## src/rtl/core/ges_pkg.sv

```systemverilog
`default_nettype none
package ges_pkg;

    localparam int DATA_W   = 32;
    localparam int ACC_W    = 40;
    localparam int THR_W    = 16;
    localparam int PADDR_W  = 3;

    localparam logic [THR_W-1:0] THRESHOLD_RESET = 16'd1;

    // register index is taken from paddr[2]
    localparam logic REG_SINGULAR_THRESHOLD = 1'b0;

    typedef enum logic {
        ALU_MUL = 1'b0,
        ALU_DIV = 1'b1
    } alu_op_t;

    typedef struct packed {
        logic    start;
        alu_op_t op;
    } alu_req_t;

endpackage
`default_nettype wire

```

## src/rtl/core/ges_alu.sv

```systemverilog
`default_nettype none
module ges_alu (
    input  wire logic                                clk,
    input  wire logic                                rst_n,
    input  wire ges_pkg::alu_req_t                   req,
    input  wire logic signed [ges_pkg::ACC_W-1:0]    a,
    input  wire logic signed [ges_pkg::ACC_W-1:0]    b,
    output logic                                     done,
    output logic signed [ges_pkg::ACC_W-1:0]         result
);
    import ges_pkg::*;

    localparam int HALF   = ACC_W / 2;
    localparam int PROD_W = 2 * ACC_W;
    localparam int DIV_W  = ACC_W + 16;
    localparam int MAG_W  = PROD_W - 16;
    localparam int CNT_W  = $clog2(DIV_W);

    localparam logic [PROD_W-1:0] ROUND_HALF = PROD_W'(32'h8000);
    localparam logic [MAG_W-1:0]  MAG_LIM    = MAG_W'(1) << (ACC_W - 1);

    typedef enum logic [4:0] {
        A_IDLE  = 5'b00001,
        A_MUL   = 5'b00010,
        A_DPREP = 5'b00100,
        A_DIV   = 5'b01000,
        A_FIN   = 5'b10000
    } alu_state_t;

    alu_state_t               state_reg, state_next;
    alu_op_t                  op_reg, op_next;
    logic                     neg_reg, neg_next;
    logic [ACC_W-1:0]         ua_reg, ua_next;
    logic [ACC_W-1:0]         ub_reg, ub_next;
    logic [PROD_W-1:0]        acc_reg, acc_next;
    logic [ACC_W-1:0]         rem_reg, rem_next;
    logic [CNT_W-1:0]         cnt_reg, cnt_next;
    logic                     done_reg, done_next;
    logic signed [ACC_W-1:0]  result_reg, result_next;

    logic [HALF-1:0]          pa, pb;
    logic [ACC_W-1:0]         prod;
    logic [1:0]               sh;
    logic [ACC_W:0]           rem_sh, diff;
    logic [MAG_W-1:0]         m, mm;

    function automatic logic [ACC_W-1:0] mag(input logic signed [ACC_W-1:0] v);
        return v[ACC_W-1] ? (~v + 1'b1) : v;
    endfunction

    always_comb begin
        state_next  = state_reg;
        op_next     = op_reg;
        neg_next    = neg_reg;
        ua_next     = ua_reg;
        ub_next     = ub_reg;
        acc_next    = acc_reg;
        rem_next    = rem_reg;
        cnt_next    = cnt_reg;
        done_next   = 1'b0;
        result_next = result_reg;

        pa     = cnt_reg[1] ? ua_reg[ACC_W-1:HALF] : ua_reg[HALF-1:0];
        pb     = cnt_reg[0] ? ub_reg[ACC_W-1:HALF] : ub_reg[HALF-1:0];
        prod   = ACC_W'(pa) * ACC_W'(pb);
        sh     = {1'b0, cnt_reg[1]} + {1'b0, cnt_reg[0]};
        rem_sh = {rem_reg, acc_reg[DIV_W-1]};
        diff   = rem_sh - {1'b0, ub_reg};
        m      = (op_reg == ALU_MUL) ? acc_reg[PROD_W-1:16] : MAG_W'(acc_reg[DIV_W-1:0]);
        mm     = m;

        case (state_reg)
            A_IDLE:
            begin
                if (req.start)
                begin
                    ua_next  = mag(a);
                    ub_next  = mag(b);
                    neg_next = a[ACC_W-1] ^ b[ACC_W-1];
                    op_next  = req.op;
                    cnt_next = '0;
                    if (req.op == ALU_MUL)
                    begin
                        // rounding constant preloaded so no add at the end
                        acc_next   = ROUND_HALF;
                        state_next = A_MUL;
                    end
                    else
                    begin
                        state_next = A_DPREP;
                    end
                end
            end
            A_MUL:
            begin
                acc_next = acc_reg + (PROD_W'(prod) << (HALF * sh));
                cnt_next = cnt_reg + 1'b1;
                if (cnt_reg[1:0] == 2'd3)
                begin
                    state_next = A_FIN;
                end
            end
            A_DPREP:
            begin
                acc_next   = PROD_W'({ua_reg, 16'b0}) + PROD_W'(ub_reg >> 1);
                rem_next   = '0;
                state_next = A_DIV;
            end
            A_DIV:
            begin
                // restoring division, one quotient bit per cycle
                rem_next = diff[ACC_W] ? rem_sh[ACC_W-1:0] : diff[ACC_W-1:0];
                acc_next[DIV_W-1:0] = {acc_reg[DIV_W-2:0], ~diff[ACC_W]};
                cnt_next = cnt_reg + 1'b1;
                if (cnt_reg == CNT_W'(DIV_W - 1))
                begin
                    state_next = A_FIN;
                end
            end
            A_FIN:
            begin
                if (neg_reg)
                begin
                    mm          = (m > MAG_LIM) ? MAG_LIM : m;
                    result_next = -$signed(ACC_W'(mm));
                end
                else
                begin
                    mm          = (m > MAG_LIM - 1'b1) ? (MAG_LIM - 1'b1) : m;
                    result_next = $signed(ACC_W'(mm));
                end
                done_next  = 1'b1;
                state_next = A_IDLE;
            end
            default:
            begin
                state_next = A_IDLE;
            end
        endcase
    end

    always_ff @(posedge clk or negedge rst_n)
    begin
        if (!rst_n)
        begin
            state_reg <= A_IDLE;
            done_reg  <= 1'b0;
        end
        else
        begin
            state_reg <= state_next;
            done_reg  <= done_next;
        end
    end

    always_ff @(posedge clk)
    begin
        op_reg     <= op_next;
        neg_reg    <= neg_next;
        ua_reg     <= ua_next;
        ub_reg     <= ub_next;
        acc_reg    <= acc_next;
        rem_reg    <= rem_next;
        cnt_reg    <= cnt_next;
        result_reg <= result_next;
    end

    assign done   = done_reg;
    assign result = result_reg;

endmodule
`default_nettype wire

```

## src/rtl/core/gaussian_elimination_solver_core.sv

```systemverilog
`default_nettype none
// Solves an N by N linear system (N up to MAX_UNKNOWNS) by Gaussian elimination
// with partial pivoting. Matrix elements are loaded one per cycle as signed
// Q16.16; the transaction marked last_element starts the solve, and no new
// element is taken until the last result has gone out. A solve first copies
// the loaded matrix into a 40-bit working memory, then walks pivot search, row
// swap, elimination and back substitution through that memory. Each quotient
// comes from the bit-serial divider and each product from the multiplier of
// the same ALU, and the divider dominates the solve time. The answer is one
// result per unknown, or a single singular-status result when a pivot magnitude
// is zero or below singular_threshold.
module gaussian_elimination_solver_core #(
    parameter int MAX_UNKNOWNS = 3
) (
    input  wire logic                             clk,
    input  wire logic                             rst_n,
    input  wire logic                             psel,
    input  wire logic                             penable,
    input  wire logic                             pwrite,
    input  wire logic [ges_pkg::PADDR_W-1:0]      paddr,
    input  wire logic [31:0]                      pwdata,
    output logic [31:0]                           prdata,
    output logic                                  pready,
    input  wire logic                             item_valid,
    output logic                                  item_ready,
    input  wire logic [1:0]                       row_index,
    input  wire logic [1:0]                       col_index,
    input  wire logic signed [ges_pkg::DATA_W-1:0] coefficient_value,
    input  wire logic [1:0]                       system_size,
    input  wire logic                             last_element,
    output logic                                  result_valid,
    input  wire logic                             result_ready,
    output logic signed [ges_pkg::DATA_W-1:0]     solution_value,
    output logic [1:0]                            variable_index,
    output logic                                  status,
    output logic                                  last_result
);
    import ges_pkg::*;

    localparam int IW    = $clog2(MAX_UNKNOWNS + 1);
    localparam int DEPTH = MAX_UNKNOWNS * (MAX_UNKNOWNS + 1);
    localparam int AW    = $clog2(DEPTH);
    localparam logic [AW-1:0] ROW_STRIDE = AW'(MAX_UNKNOWNS + 1);
    localparam logic [AW-1:0] LAST_ADDR  = AW'(DEPTH - 1);

    typedef enum logic [27:0] {
        S_IDLE     = 28'b1 << 0,
        S_CP_RD    = 28'b1 << 1,
        S_CP_WR    = 28'b1 << 2,
        S_PV_RD    = 28'b1 << 3,
        S_PV_CMP   = 28'b1 << 4,
        S_SW_RA    = 28'b1 << 5,
        S_SW_RB    = 28'b1 << 6,
        S_SW_WA    = 28'b1 << 7,
        S_SW_WB    = 28'b1 << 8,
        S_CHK      = 28'b1 << 9,
        S_EL_RDF   = 28'b1 << 10,
        S_EL_DIVS  = 28'b1 << 11,
        S_EL_DIVW  = 28'b1 << 12,
        S_EL_RDA   = 28'b1 << 13,
        S_EL_MULS  = 28'b1 << 14,
        S_EL_MULW  = 28'b1 << 15,
        S_EL_WR    = 28'b1 << 16,
        S_BS_RDS   = 28'b1 << 17,
        S_BS_S     = 28'b1 << 18,
        S_BS_LOOP  = 28'b1 << 19,
        S_BS_A     = 28'b1 << 20,
        S_BS_MULS  = 28'b1 << 21,
        S_BS_MULW  = 28'b1 << 22,
        S_BS_DIVS  = 28'b1 << 23,
        S_BS_DIVW  = 28'b1 << 24,
        S_OUT_RD   = 28'b1 << 25,
        S_OUT_LD   = 28'b1 << 26,
        S_OUT_WAIT = 28'b1 << 27
    } state_t;

    state_t                   state_reg, state_next;
    logic [THR_W-1:0]         thr_reg;
    logic [IW-1:0]            n_reg, n_next;
    logic [IW-1:0]            i_reg, i_next;
    logic [IW-1:0]            k_reg, k_next;
    logic [IW-1:0]            j_reg, j_next;
    logic [IW-1:0]            best_reg, best_next;
    logic [ACC_W-1:0]         bestmag_reg, bestmag_next;
    logic signed [ACC_W-1:0]  piv_reg, piv_next;
    logic signed [ACC_W-1:0]  a_reg, a_next;
    logic signed [ACC_W-1:0]  f_reg, f_next;
    logic signed [ACC_W-1:0]  s_reg, s_next;
    logic [AW-1:0]            cp_reg, cp_next;
    logic                     rv_reg, rv_next;
    logic signed [DATA_W-1:0] value_reg, value_next;
    logic [1:0]               vidx_reg, vidx_next;
    logic                     status_reg, status_next;
    logic                     last_reg, last_next;

    // loaded matrix as written, and the working copy
    logic signed [DATA_W-1:0] lmem [DEPTH];
    logic signed [ACC_W-1:0]  wmem [DEPTH];
    logic signed [DATA_W-1:0] lq_reg;
    logic signed [ACC_W-1:0]  wq_reg;

    logic                     item_fire, cfg_write;
    logic                     lwr_en;
    logic [AW-1:0]            laddr;
    logic                     wwr_en;
    logic [AW-1:0]            wwr_addr, wrd_addr;
    logic signed [ACC_W-1:0]  wwr_data;
    logic [1:0]               size_nz;
    logic [IW-1:0]            n_load;
    logic [ACC_W-1:0]         qmag;
    logic                     upd;

    alu_req_t                 alu_req;
    logic signed [ACC_W-1:0]  alu_a, alu_b, alu_res;
    logic                     alu_done;

    function automatic logic [AW-1:0] maddr(input logic [IW-1:0] r, input logic [IW-1:0] c);
        return AW'(r) * ROW_STRIDE + AW'(c);
    endfunction

    function automatic logic signed [ACC_W-1:0] sat_sub(
        input logic signed [ACC_W-1:0] x,
        input logic signed [ACC_W-1:0] y
    );
        logic [ACC_W:0] d;
        d = {x[ACC_W-1], x} - {y[ACC_W-1], y};
        if (d[ACC_W] != d[ACC_W-1])
        begin
            return d[ACC_W] ? {1'b1, {(ACC_W-1){1'b0}}} : {1'b0, {(ACC_W-1){1'b1}}};
        end
        return d[ACC_W-1:0];
    endfunction

    function automatic logic signed [DATA_W-1:0] sat_out(input logic signed [ACC_W-1:0] v);
        if (v[ACC_W-1:DATA_W-1] != {(ACC_W-DATA_W+1){v[ACC_W-1]}})
        begin
            return v[ACC_W-1] ? {1'b1, {(DATA_W-1){1'b0}}} : {1'b0, {(DATA_W-1){1'b1}}};
        end
        return v[DATA_W-1:0];
    endfunction

    ges_alu u_alu (
        .clk    (clk),
        .rst_n  (rst_n),
        .req    (alu_req),
        .a      (alu_a),
        .b      (alu_b),
        .done   (alu_done),
        .result (alu_res)
    );

    // configuration port
    assign pready    = 1'b1;
    assign cfg_write = psel && penable && pwrite && (paddr[2] == REG_SINGULAR_THRESHOLD);
    assign prdata    = (paddr[2] == REG_SINGULAR_THRESHOLD) ? 32'(thr_reg) : 32'd0;

    always_ff @(posedge clk or negedge rst_n)
    begin
        if (!rst_n)
        begin
            thr_reg <= THRESHOLD_RESET;
        end
        else if (cfg_write)
        begin
            thr_reg <= pwdata[THR_W-1:0];
        end
    end

    // element load
    assign item_ready = (state_reg == S_IDLE);
    assign item_fire  = item_valid && item_ready;
    assign size_nz    = (system_size == 2'd0) ? 2'd1 : system_size;
    assign n_load     = (32'(size_nz) > MAX_UNKNOWNS) ? IW'(MAX_UNKNOWNS) : IW'(size_nz);
    assign laddr      = maddr(IW'(row_index), IW'(col_index));
    assign lwr_en     = item_fire && (32'(row_index) < MAX_UNKNOWNS)
                        && (32'(col_index) <= MAX_UNKNOWNS);

    always_ff @(posedge clk)
    begin
        if (lwr_en)
        begin
            lmem[laddr] <= coefficient_value;
        end
        lq_reg <= lmem[cp_reg];
    end

    // working memory; a read in the cycle an entry is written returns its old value
    always_ff @(posedge clk)
    begin
        if (wwr_en)
        begin
            wmem[wwr_addr] <= wwr_data;
        end
        wq_reg <= wmem[wrd_addr];
    end

    assign qmag = wq_reg[ACC_W-1] ? (~wq_reg + 1'b1) : wq_reg;
    assign upd  = (k_reg == i_reg) || (qmag > bestmag_reg);

    always_comb begin
        state_next   = state_reg;
        n_next       = n_reg;
        i_next       = i_reg;
        k_next       = k_reg;
        j_next       = j_reg;
        best_next    = best_reg;
        bestmag_next = bestmag_reg;
        piv_next     = piv_reg;
        a_next       = a_reg;
        f_next       = f_reg;
        s_next       = s_reg;
        cp_next      = cp_reg;
        rv_next      = rv_reg;
        value_next   = value_reg;
        vidx_next    = vidx_reg;
        status_next  = status_reg;
        last_next    = last_reg;
        wwr_en       = 1'b0;
        wwr_addr     = maddr(i_reg, j_reg);
        wwr_data     = wq_reg;
        wrd_addr     = maddr(i_reg, j_reg);
        alu_req      = '{start: 1'b0, op: ALU_MUL};
        alu_a        = a_reg;
        alu_b        = wq_reg;

        case (state_reg)
            S_IDLE:
            begin
                if (item_fire)
                begin
                    n_next = n_load;
                    if (last_element)
                    begin
                        cp_next    = '0;
                        state_next = S_CP_RD;
                    end
                end
            end
            S_CP_RD:
            begin
                state_next = S_CP_WR;
            end
            S_CP_WR:
            begin
                wwr_en   = 1'b1;
                wwr_addr = cp_reg;
                wwr_data = {{(ACC_W-DATA_W){lq_reg[DATA_W-1]}}, lq_reg};
                if (cp_reg == LAST_ADDR)
                begin
                    i_next     = '0;
                    k_next     = '0;
                    state_next = S_PV_RD;
                end
                else
                begin
                    cp_next    = cp_reg + 1'b1;
                    state_next = S_CP_RD;
                end
            end
            S_PV_RD:
            begin
                wrd_addr   = maddr(k_reg, i_reg);
                state_next = S_PV_CMP;
            end
            S_PV_CMP:
            begin
                // ties keep the upper row
                if (upd)
                begin
                    best_next    = k_reg;
                    bestmag_next = qmag;
                    piv_next     = wq_reg;
                end
                if (k_reg == n_reg - 1'b1)
                begin
                    j_next     = i_reg;
                    state_next = ((upd ? k_reg : best_reg) != i_reg) ? S_SW_RA : S_CHK;
                end
                else
                begin
                    k_next     = k_reg + 1'b1;
                    state_next = S_PV_RD;
                end
            end
            S_SW_RA:
            begin
                wrd_addr   = maddr(i_reg, j_reg);
                state_next = S_SW_RB;
            end
            S_SW_RB:
            begin
                a_next     = wq_reg;
                wrd_addr   = maddr(best_reg, j_reg);
                state_next = S_SW_WA;
            end
            S_SW_WA:
            begin
                wwr_en     = 1'b1;
                wwr_addr   = maddr(i_reg, j_reg);
                wwr_data   = wq_reg;
                state_next = S_SW_WB;
            end
            S_SW_WB:
            begin
                wwr_en   = 1'b1;
                wwr_addr = maddr(best_reg, j_reg);
                wwr_data = a_reg;
                if (j_reg == n_reg)
                begin
                    state_next = S_CHK;
                end
                else
                begin
                    j_next     = j_reg + 1'b1;
                    state_next = S_SW_RA;
                end
            end
            S_CHK:
            begin
                if ((piv_reg == '0) || (bestmag_reg < ACC_W'(thr_reg)))
                begin
                    rv_next     = 1'b1;
                    value_next  = '0;
                    vidx_next   = '0;
                    status_next = 1'b1;
                    last_next   = 1'b1;
                    state_next  = S_OUT_WAIT;
                end
                else if (i_reg == n_reg - 1'b1)
                begin
                    state_next = S_BS_RDS;
                end
                else
                begin
                    k_next     = i_reg + 1'b1;
                    state_next = S_EL_RDF;
                end
            end
            S_EL_RDF:
            begin
                wrd_addr   = maddr(k_reg, i_reg);
                state_next = S_EL_DIVS;
            end
            S_EL_DIVS:
            begin
                alu_req    = '{start: 1'b1, op: ALU_DIV};
                alu_a      = wq_reg;
                alu_b      = piv_reg;
                state_next = S_EL_DIVW;
            end
            S_EL_DIVW:
            begin
                if (alu_done)
                begin
                    f_next     = alu_res;
                    j_next     = i_reg;
                    state_next = S_EL_RDA;
                end
            end
            S_EL_RDA:
            begin
                wrd_addr   = maddr(i_reg, j_reg);
                state_next = S_EL_MULS;
            end
            S_EL_MULS:
            begin
                alu_req    = '{start: 1'b1, op: ALU_MUL};
                alu_a      = f_reg;
                alu_b      = wq_reg;
                state_next = S_EL_MULW;
            end
            S_EL_MULW:
            begin
                wrd_addr = maddr(k_reg, j_reg);
                if (alu_done)
                begin
                    a_next     = alu_res;
                    state_next = S_EL_WR;
                end
            end
            S_EL_WR:
            begin
                wwr_en   = 1'b1;
                wwr_addr = maddr(k_reg, j_reg);
                wwr_data = sat_sub(wq_reg, a_reg);
                if (j_reg != n_reg)
                begin
                    j_next     = j_reg + 1'b1;
                    state_next = S_EL_RDA;
                end
                else if (k_reg != n_reg - 1'b1)
                begin
                    k_next     = k_reg + 1'b1;
                    state_next = S_EL_RDF;
                end
                else
                begin
                    i_next     = i_reg + 1'b1;
                    k_next     = i_reg + 1'b1;
                    state_next = S_PV_RD;
                end
            end
            S_BS_RDS:
            begin
                wrd_addr   = maddr(i_reg, n_reg);
                state_next = S_BS_S;
            end
            S_BS_S:
            begin
                s_next     = wq_reg;
                j_next     = i_reg + 1'b1;
                state_next = S_BS_LOOP;
            end
            S_BS_LOOP:
            begin
                if (j_reg < n_reg)
                begin
                    wrd_addr   = maddr(i_reg, j_reg);
                    state_next = S_BS_A;
                end
                else
                begin
                    wrd_addr   = maddr(i_reg, i_reg);
                    state_next = S_BS_DIVS;
                end
            end
            S_BS_A:
            begin
                // solved unknowns live in the constant column
                a_next     = wq_reg;
                wrd_addr   = maddr(j_reg, n_reg);
                state_next = S_BS_MULS;
            end
            S_BS_MULS:
            begin
                alu_req    = '{start: 1'b1, op: ALU_MUL};
                alu_a      = a_reg;
                alu_b      = wq_reg;
                state_next = S_BS_MULW;
            end
            S_BS_MULW:
            begin
                if (alu_done)
                begin
                    s_next     = sat_sub(s_reg, alu_res);
                    j_next     = j_reg + 1'b1;
                    state_next = S_BS_LOOP;
                end
            end
            S_BS_DIVS:
            begin
                alu_req    = '{start: 1'b1, op: ALU_DIV};
                alu_a      = s_reg;
                alu_b      = wq_reg;
                state_next = S_BS_DIVW;
            end
            S_BS_DIVW:
            begin
                if (alu_done)
                begin
                    wwr_en   = 1'b1;
                    wwr_addr = maddr(i_reg, n_reg);
                    wwr_data = alu_res;
                    if (i_reg == '0)
                    begin
                        state_next = S_OUT_RD;
                    end
                    else
                    begin
                        i_next     = i_reg - 1'b1;
                        state_next = S_BS_RDS;
                    end
                end
            end
            S_OUT_RD:
            begin
                wrd_addr   = maddr(i_reg, n_reg);
                state_next = S_OUT_LD;
            end
            S_OUT_LD:
            begin
                rv_next     = 1'b1;
                value_next  = sat_out(wq_reg);
                vidx_next   = 2'(i_reg);
                status_next = 1'b0;
                last_next   = (i_reg == n_reg - 1'b1);
                state_next  = S_OUT_WAIT;
            end
            S_OUT_WAIT:
            begin
                if (result_ready)
                begin
                    rv_next = 1'b0;
                    if (last_reg)
                    begin
                        state_next = S_IDLE;
                    end
                    else
                    begin
                        i_next     = i_reg + 1'b1;
                        state_next = S_OUT_RD;
                    end
                end
            end
            default:
            begin
                state_next = S_IDLE;
            end
        endcase
    end

    always_ff @(posedge clk or negedge rst_n)
    begin
        if (!rst_n)
        begin
            state_reg <= S_IDLE;
            n_reg     <= IW'(1);
            rv_reg    <= 1'b0;
        end
        else
        begin
            state_reg <= state_next;
            n_reg     <= n_next;
            rv_reg    <= rv_next;
        end
    end

    always_ff @(posedge clk)
    begin
        i_reg       <= i_next;
        k_reg       <= k_next;
        j_reg       <= j_next;
        best_reg    <= best_next;
        bestmag_reg <= bestmag_next;
        piv_reg     <= piv_next;
        a_reg       <= a_next;
        f_reg       <= f_next;
        s_reg       <= s_next;
        cp_reg      <= cp_next;
        value_reg   <= value_next;
        vidx_reg    <= vidx_next;
        status_reg  <= status_next;
        last_reg    <= last_next;
    end

    assign result_valid   = rv_reg;
    assign solution_value = value_reg;
    assign variable_index = vidx_reg;
    assign status         = status_reg;
    assign last_result    = last_reg;

endmodule
`default_nettype wire
```

## config.mk

```make
export PLATFORM = sky130hd
export DESIGN_NAME = gaussian_elimination_solver_core
export DESIGN_NICKNAME = d
export VERILOG_FILES = /design/src/rtl/core/ges_pkg.sv /design/src/rtl/core/ges_alu.sv /design/src/rtl/core/gaussian_elimination_solver_core.sv
export SDC_FILE = /design/constraint.sdc
export NUM_CORES = 2
export LEC_CHECK = 0
export BUFFER_PORTS_ARGS = -buffer_cell sky130_fd_sc_hd__buf_2
export CAP_MARGIN = 0
export CORE_ASPECT_RATIO = 1.1
export CORE_MARGIN = 2
export CORE_UTILIZATION = 55
export DETAILED_ROUTE_END_ITERATION = 8
export PLACE_DENSITY = 0.71
export SKIP_CTS_REPAIR_TIMING = 1
export SLEW_MARGIN = 20
export SYNTH_ARGS = -nofsm -noshare
export SYNTH_HDL_FRONTEND = slang
export SYNTH_SLANG_ARGS = --single-unit
```

## constraint.sdc

```tcl
create_clock -name clk -period 18.44 [get_ports clk]
set_clock_uncertainty 0.15 [all_clocks]
set_input_delay 3.688 -clock clk [delete_from_list [all_inputs] [get_ports clk]]
set_output_delay 3.688 -clock clk [all_outputs]
set_load 0.01 [all_outputs]
```

# Word level (Yosys, flattened, before mapping)
# Memories as Yosys holds them, arrays and structs flattened. A register that Yosys moved wholly into a read port is not among the register bits.
# Cells that the tools add are included.
[totals]
ff_bits = 549
latch_bits = 0
ramBits = 864
romBits = 0
inputBits = 81
out_inout_bits = 71
wordCells = 302
n_memories = 2
[classes]
addsub = 25
multipliers = 2
div = 0
magnitude_cmp = 6
eq_ne = 70
n_shift = 1
mux = 113
bitwise_logic = 6
n_reduce_logical = 46
[mem_list]
columns = ["name", "words", "word_bits", "rd", "rd_clocked_by_memory_dff", "wr", "line_no", "source"]
rows = [
  ["wmem", 12, 40, 1, 1, 1, "gaussian_elimination_solver_core.sv:98", "logic signed [ACC_W-1:0] wmem [DEPTH];"],
  ["lmem", 12, 32, 1, 1, 1, "gaussian_elimination_solver_core.sv:97", "logic signed [DATA_W-1:0] lmem [DEPTH];"],
]
[op_table]
columns = ["cell", "count"]
rows = [
  ["case mux 28 bit (28 select lines)", 1],
  ["two-way mux 40 bit", 15],
  ["case mux 40 bit (2 select lines)", 3],
  ["two-way mux 28 bit", 8],
  ["case mux 56 bit (4 select lines)", 1],
  ["two-way mux 80 bit", 2],
  ["case mux 40 bit (4 select lines)", 1],
  ["two-way mux 32 bit", 4],
  ["adder 40 x 1 -> 40 bit, second input constant", 3],
  ["NOT 40 bit", 3],
  ["case mux 40 bit (3 select lines)", 1],
  ["subtractor 40 x 40 -> 41 bit", 2],
  ["adder 80 bit", 1],
  ["<< shifter 40 x 7 -> 80 bit", 1],
  ["two-way mux 39 bit", 2],
  ["case mux 24 bit (3 select lines)", 1],
  ["greater-than comparator 64 x 39 -> 1 bit, second input constant", 1],
  ["greater-than comparator 64 x 40 -> 1 bit, second input constant", 1],
  ["two-way mux 64 bit", 1],
  ["case mux 32 bit (2 select lines)", 1],
  ["adder 56 x 39 -> 57 bit", 1],
  ["two-way mux 26 bit", 2],
  ["subtractor 41 x 40 -> 41 bit", 1],
  ["greater-than comparator 40 bit", 1],
  ["95 further kinds", 211],
]

# Logic depth before layout (Yosys ltp)
[logic_depth]
ltp_word = 10
depth_mapped = 46
ltp_nobuf = 43

# Hierarchy
# Synthesis repeated with hierarchy kept, for this count alone.
[hier_totals]
hier_cells = 8543
area_unflattened_um2 = 92586.3
[modules_own_cells]
columns = ["module", "n_inst", "cells_per_inst", "area_each_um2", "seq_area_each_um2"]
rows = [
  ["gaussian_elimination_solver_core", 1, 4426, 56825.8, 35983.3],
  ["ges_alu", 1, 4117, 35760.5, 7598.5],
]

# Worst setup path after synthesis
# Ideal clock, no wire load.
[synth_timing]
path_type = "flip-flop to flip-flop"
from = "reg u_alu.cnt_reg[1]"
to = "reg u_alu.acc_reg[76], data pin"
setup_time_ns = 0.146
t_arrival_ns = 10.511
required_ns = 18.144
path_slack_ns = 7.632
stages_incl_launch_ff = 45
n_path_buf = 4
synth_period_minus_slack_ns = 10.808
path_cell_list = "edfxtp_1 > clkbuf_1 > clkbuf_1 > mux2i_1 > clkbuf_1 > nor2_1 > fa_1 > fa_1 > inv_1 > fa_1 > inv_1 > fa_1 > inv_1 > fa_1 > inv_1 > fa_1 > inv_1 > fa_1 > [... 9 more ...] > a311oi_1 > xor2_1 > mux2i_1 > and2_1 > ha_1 > clkbuf_1 > a21o_1 > a21o_1 > a21oi_1 > o21ai_0 > o31ai_1 > a31oi_1 > a21oi_1 > o221a_2 > nor4b_1 > o21ai_0 > a21o_1 > a21oi_1"
[synth_between]
elab_chain_cells = 5
word_cells_on_any_way = 7
classes_between = "add/sub: 2; mul: 2; shift: 1; mux: 2"
[synth_lines]
columns = ["element", "line_no", "source"]
rows = [
  ["start: declaration", "ges_alu.sv:37", "logic [CNT_W-1:0] cnt_reg, cnt_next;"],
  ["start signal: assignment", "ges_alu.sv:164", "cnt_reg <= cnt_next;"],
  ["two-way mux 20 bit or adder 1 x 1 -> 2 bit (tied branches)", "ges_alu.sv:63, ges_alu.sv:66", ""],
  ["multiplier 20 x 20 -> 40 bit or multiplier 3 x 2 -> 5 bit (tied branches)", "ges_alu.sv:65, ges_alu.sv:96", ""],
  ["<< shifter 40 x 7 -> 80 bit (*)", "ges_alu.sv:96", "acc_next = acc_reg + (PROD_W'(prod) << (HALF * sh));"],
  ["adder 80 bit (*)", "ges_alu.sv:96", ""],
  ["case mux 24 bit (3 select lines) (*)", "ges_alu.sv:72", "case (state_reg)"],
  ["via u_alu.acc_next[76]", "ges_alu.sv:35", "logic [PROD_W-1:0] acc_reg, acc_next;"],
  ["end signal: assignment", "ges_alu.sv:162", "acc_reg <= acc_next;"],
  ["end: declaration", "ges_alu.sv:35", ""],
]
# The timed path passes the listed nets; every way through them passes the cells marked *.
# A chain may end at the register's enable or synchronous reset.

# Final worst setup path
[layout_timing]
from = "reg u_alu.cnt_reg[1]"
to = "reg u_alu.acc_reg[69], data pin"
# The elaborated chain is that of the path after synthesis.

==> reports/results.tsv <==
metric	value	unit
HPWL Detailed	197.1	mm
final hold viol count	0	
worst-skew pair later-pin latency	850	ps
WL met3	23.73	mm
initial cell density of the core	55.30	%
global-route wire length before repair	419.7	mm
WL final	282.5	mm
Synth Area per Inst	10.86	um^2
status	completed	
Port Buf Inserts	116	
CTS buffer count	153	
All-Layer GR Usage	32.80	%
H-tree depth	4	
DRT antenna net count	0	
fmax	71.17	MHz
Lkg Pwr	0.03946	uW
1st-pass router iterations	9	
Residual DRC	0	
WP data required	18820	ps
most used flip-flop cell after synthesis	edfxtp_1	
Area Growth Syn to Fin	9.339	%
cells after synthesis	8466	
Filler Cell Count	13440	
post-route setup slack	4389	ps
Yosys cell types	101	
Max FO, Critical Path	26	
WL met1	103.6	mm
routed wl met2	132.4	mm
number of flip-flops in the largest register	480	
Setup Slack @ Placement	4987	ps
Crit path top cell by count	fa_1	
Synth Warn #	0	
CP arrival	14430	ps
die width	393.7	um
type of the most critical hold path	reg -> reg	
global route total overflow	0	
area of the mapped netlist	91900	um^2
global placement routability congestion	1.016	
share of post-route cells with drive strength above 1	9.662	%
pin count of the biggest net entering global routing	203	
final core occ	60.46	%
die height	432.7	um
hold wc startpoint	thr_reg[13]	
final setup vio count	0	
slew margin rel.	20.63	%
die area	170400	um^2
Async SR Flop Fraction	3.571	%
Peak VDD IR	0.0001059	V
post-DR wirelength/cell	26.08	um
number of max-cap violations	0	
Row Count	157	
Core Area	166200	um^2
Critical Path Start	u_alu.cnt_reg[1]	
crit path kind	reg -> reg	
sequential area share after synthesis	47.42	%
Nets	9321	
worst stage delay on the critical path	1000	ps
Reg clk slew, reported paths	60	ps
Least-Margin Pin Slew	1185	ps
Initial DRC Count	7653	
register area	43580	um^2
Post-synth EDFFs	1359	
Fin Setup TNS	0	ps
Max Slew Vio Count	0	
combined area of the multi-input logic cells	44720	um^2
top sig layer	met5	
Vias/cell	6.361	
RSZ-0062 raised after global routing	false	
worst flop-to-flop path startpoint	u_alu.cnt_reg[1]	
CP startpoint kind	register	
vias post-DR	68900	
Pwr Density	73.68	nW/um^2
Critical-path top delay cell	mux2i_2	
TritonCTS Sinks	1484	
CTS Buffer Depth	3	
initial antenna violation count	11	
clock root cell	clkbuf_16	
crit end category	register	
FF+latch count, synth	1484	
CTS tree	yes	
fin crit share	76.20	%
I/O Pins	152	
vias in the first global route	67390	
min Tclk post-route	14050	ps
==> per-stage QoR <==
step | hold WS (ps) | power, uW | instances | instance area [um^2]
after floorplan | 282.3 | 4107 | 8481 | 91960
after global placement | 339.4 | 4299 | 10540 | 95220
after detailed placement | 342.8 | 4313 | 10540 | 95230
after CTS | 357.4 | 7431 | 10820 | 100400
after global routing | 380.0 | 7598 | 10830 | 100500
final | 356.9 | 7404 | 10830 | 100500
==> worst max-delay path, delay by kind of cell, from the launching register on <==
kind,cells,cell delay [ps]
AOI/OAI and AO/OA,16,5480
xor gates and xnor gates,1,180
adders and majority gates,9,4100
buffers and inverters,5,710
DFF,1,860
muxes,1,1000
and+or+nand+nor,6,1250
==> power by group <==
| part | total, uW | switching (uW) | internal, uW |
|---|---|---|---|
| registers | 3790 | 62.6 | 3730 |
| logic | 461 | 303 | 158 |
| clock network | 3150 | 1380 | 1770 |
==> metal layers <==
| layer | up-vias | track usage [%] |
|---|---|---|
| met2 | 3406 | 54.17 |
| met3 | 852 | 5.002 |
| met4 | 12 | 22.15 |
| met1 | 33950 | 39.99 |
| li1 | 30690 | - |
| met5 | - | 0 |
==> worst paths after layout <==
check                                         end  slack [ps]  cells past startpoint
worst max-delay path            u_alu.acc_reg[69]        4390                     38
worst min-delay path                  thr_reg[13]         360                      1
worst max register to register  u_alu.acc_reg[69]        4390                     38
worst min register to register        thr_reg[13]         360                      1
max in group asynchronous           state_reg[15]       14680                      2
min in group asynchronous              thr_reg[2]        2860                      2
==> placed cells by master, fill, tap and decap left out, types with 76 or more instances in the layout <==
cell type  Yosys  routed
o21ai_0      376     375
clkbuf_16      0     153
fa_1         325     325
nand2_1      930     926
a21o_1       191     191
ha_1         442     442
nand3_1      152     151
nor3_1        79      76
mux4_2        96      96
buf_2         34     116
inv_1        610     609
mux2i_1      173     162
nor2_1       761     737
a22oi_1      102     102
xor2_1       135     134
a211oi_1     125     125
a21oi_1      439     436
nor2b_1      131     131
edfxtp_1    1359    1359
xnor2_1      232     231
buf_4         18     173
a31oi_1      138     131
==> cell usage after synthesis, types with 71 or more instances <==
library cell	n	share of area, %
a21oi_1	439	2.4
xor2_1	135	1.3
mux2_2	71	0.87
and2_1	74	0.50
mux2i_1	173	1.9
nor2b_1	131	0.89
nor2_1	761	3.1
nor3_1	79	0.43
inv_1	610	2.5
ha_1	442	6.0
mux4_2	96	2.4
dfxtp_1	72	1.6
nand3_1	152	0.83
a21o_1	191	1.6
xnor2_1	232	2.2
nand2_1	930	3.8
o21ai_0	376	2.0
a22oi_1	102	0.83
fa_1	325	7.1
edfxtp_1	1359	44
a31oi_1	138	0.94
a211oi_1	125	1.0
o21a_1	71	0.58
clkbuf_1	366	1.5
==> cells by family (layout without fill, tap and decap cells) <==
kind of cell / after synthesis / in the layout / share of synthesized area, %
multiplexers: 340 / 340 / 5.107
flip-flops: 1484 / 1484 / 47.42
XOR/XNOR: 367 / 367 / 3.498
other: 2 / 21 / 0.008172
adder cells (fa/ha/maj): 788 / 788 / 13.33
AND/OR/NAND/NOR: 2494 / 2494 / 12.38
AO/OA/AOI/OAI: 1924 / 1924 / 13.78
buffers and inverters: 1067 / 1187 / 4.478
==> layout make-up <==
| type | instances | area share [%] |
|---|---|---|
| Multi-Input combinational cell | 5930 | 44.50 |
| Sequential cell | 1484 | 43.37 |
| Clock buffer | 192 | 4.036 |
| Tap cell | 2226 | 2.772 |
| Inverter | 610 | 2.279 |
| Timing Repair Buffer | 294 | 1.933 |
| Clock inverter | 91 | 1.096 |
| Antenna cell | 4 | 0.009961 |
No activity file was read; power rests on OpenSTA's default activity.
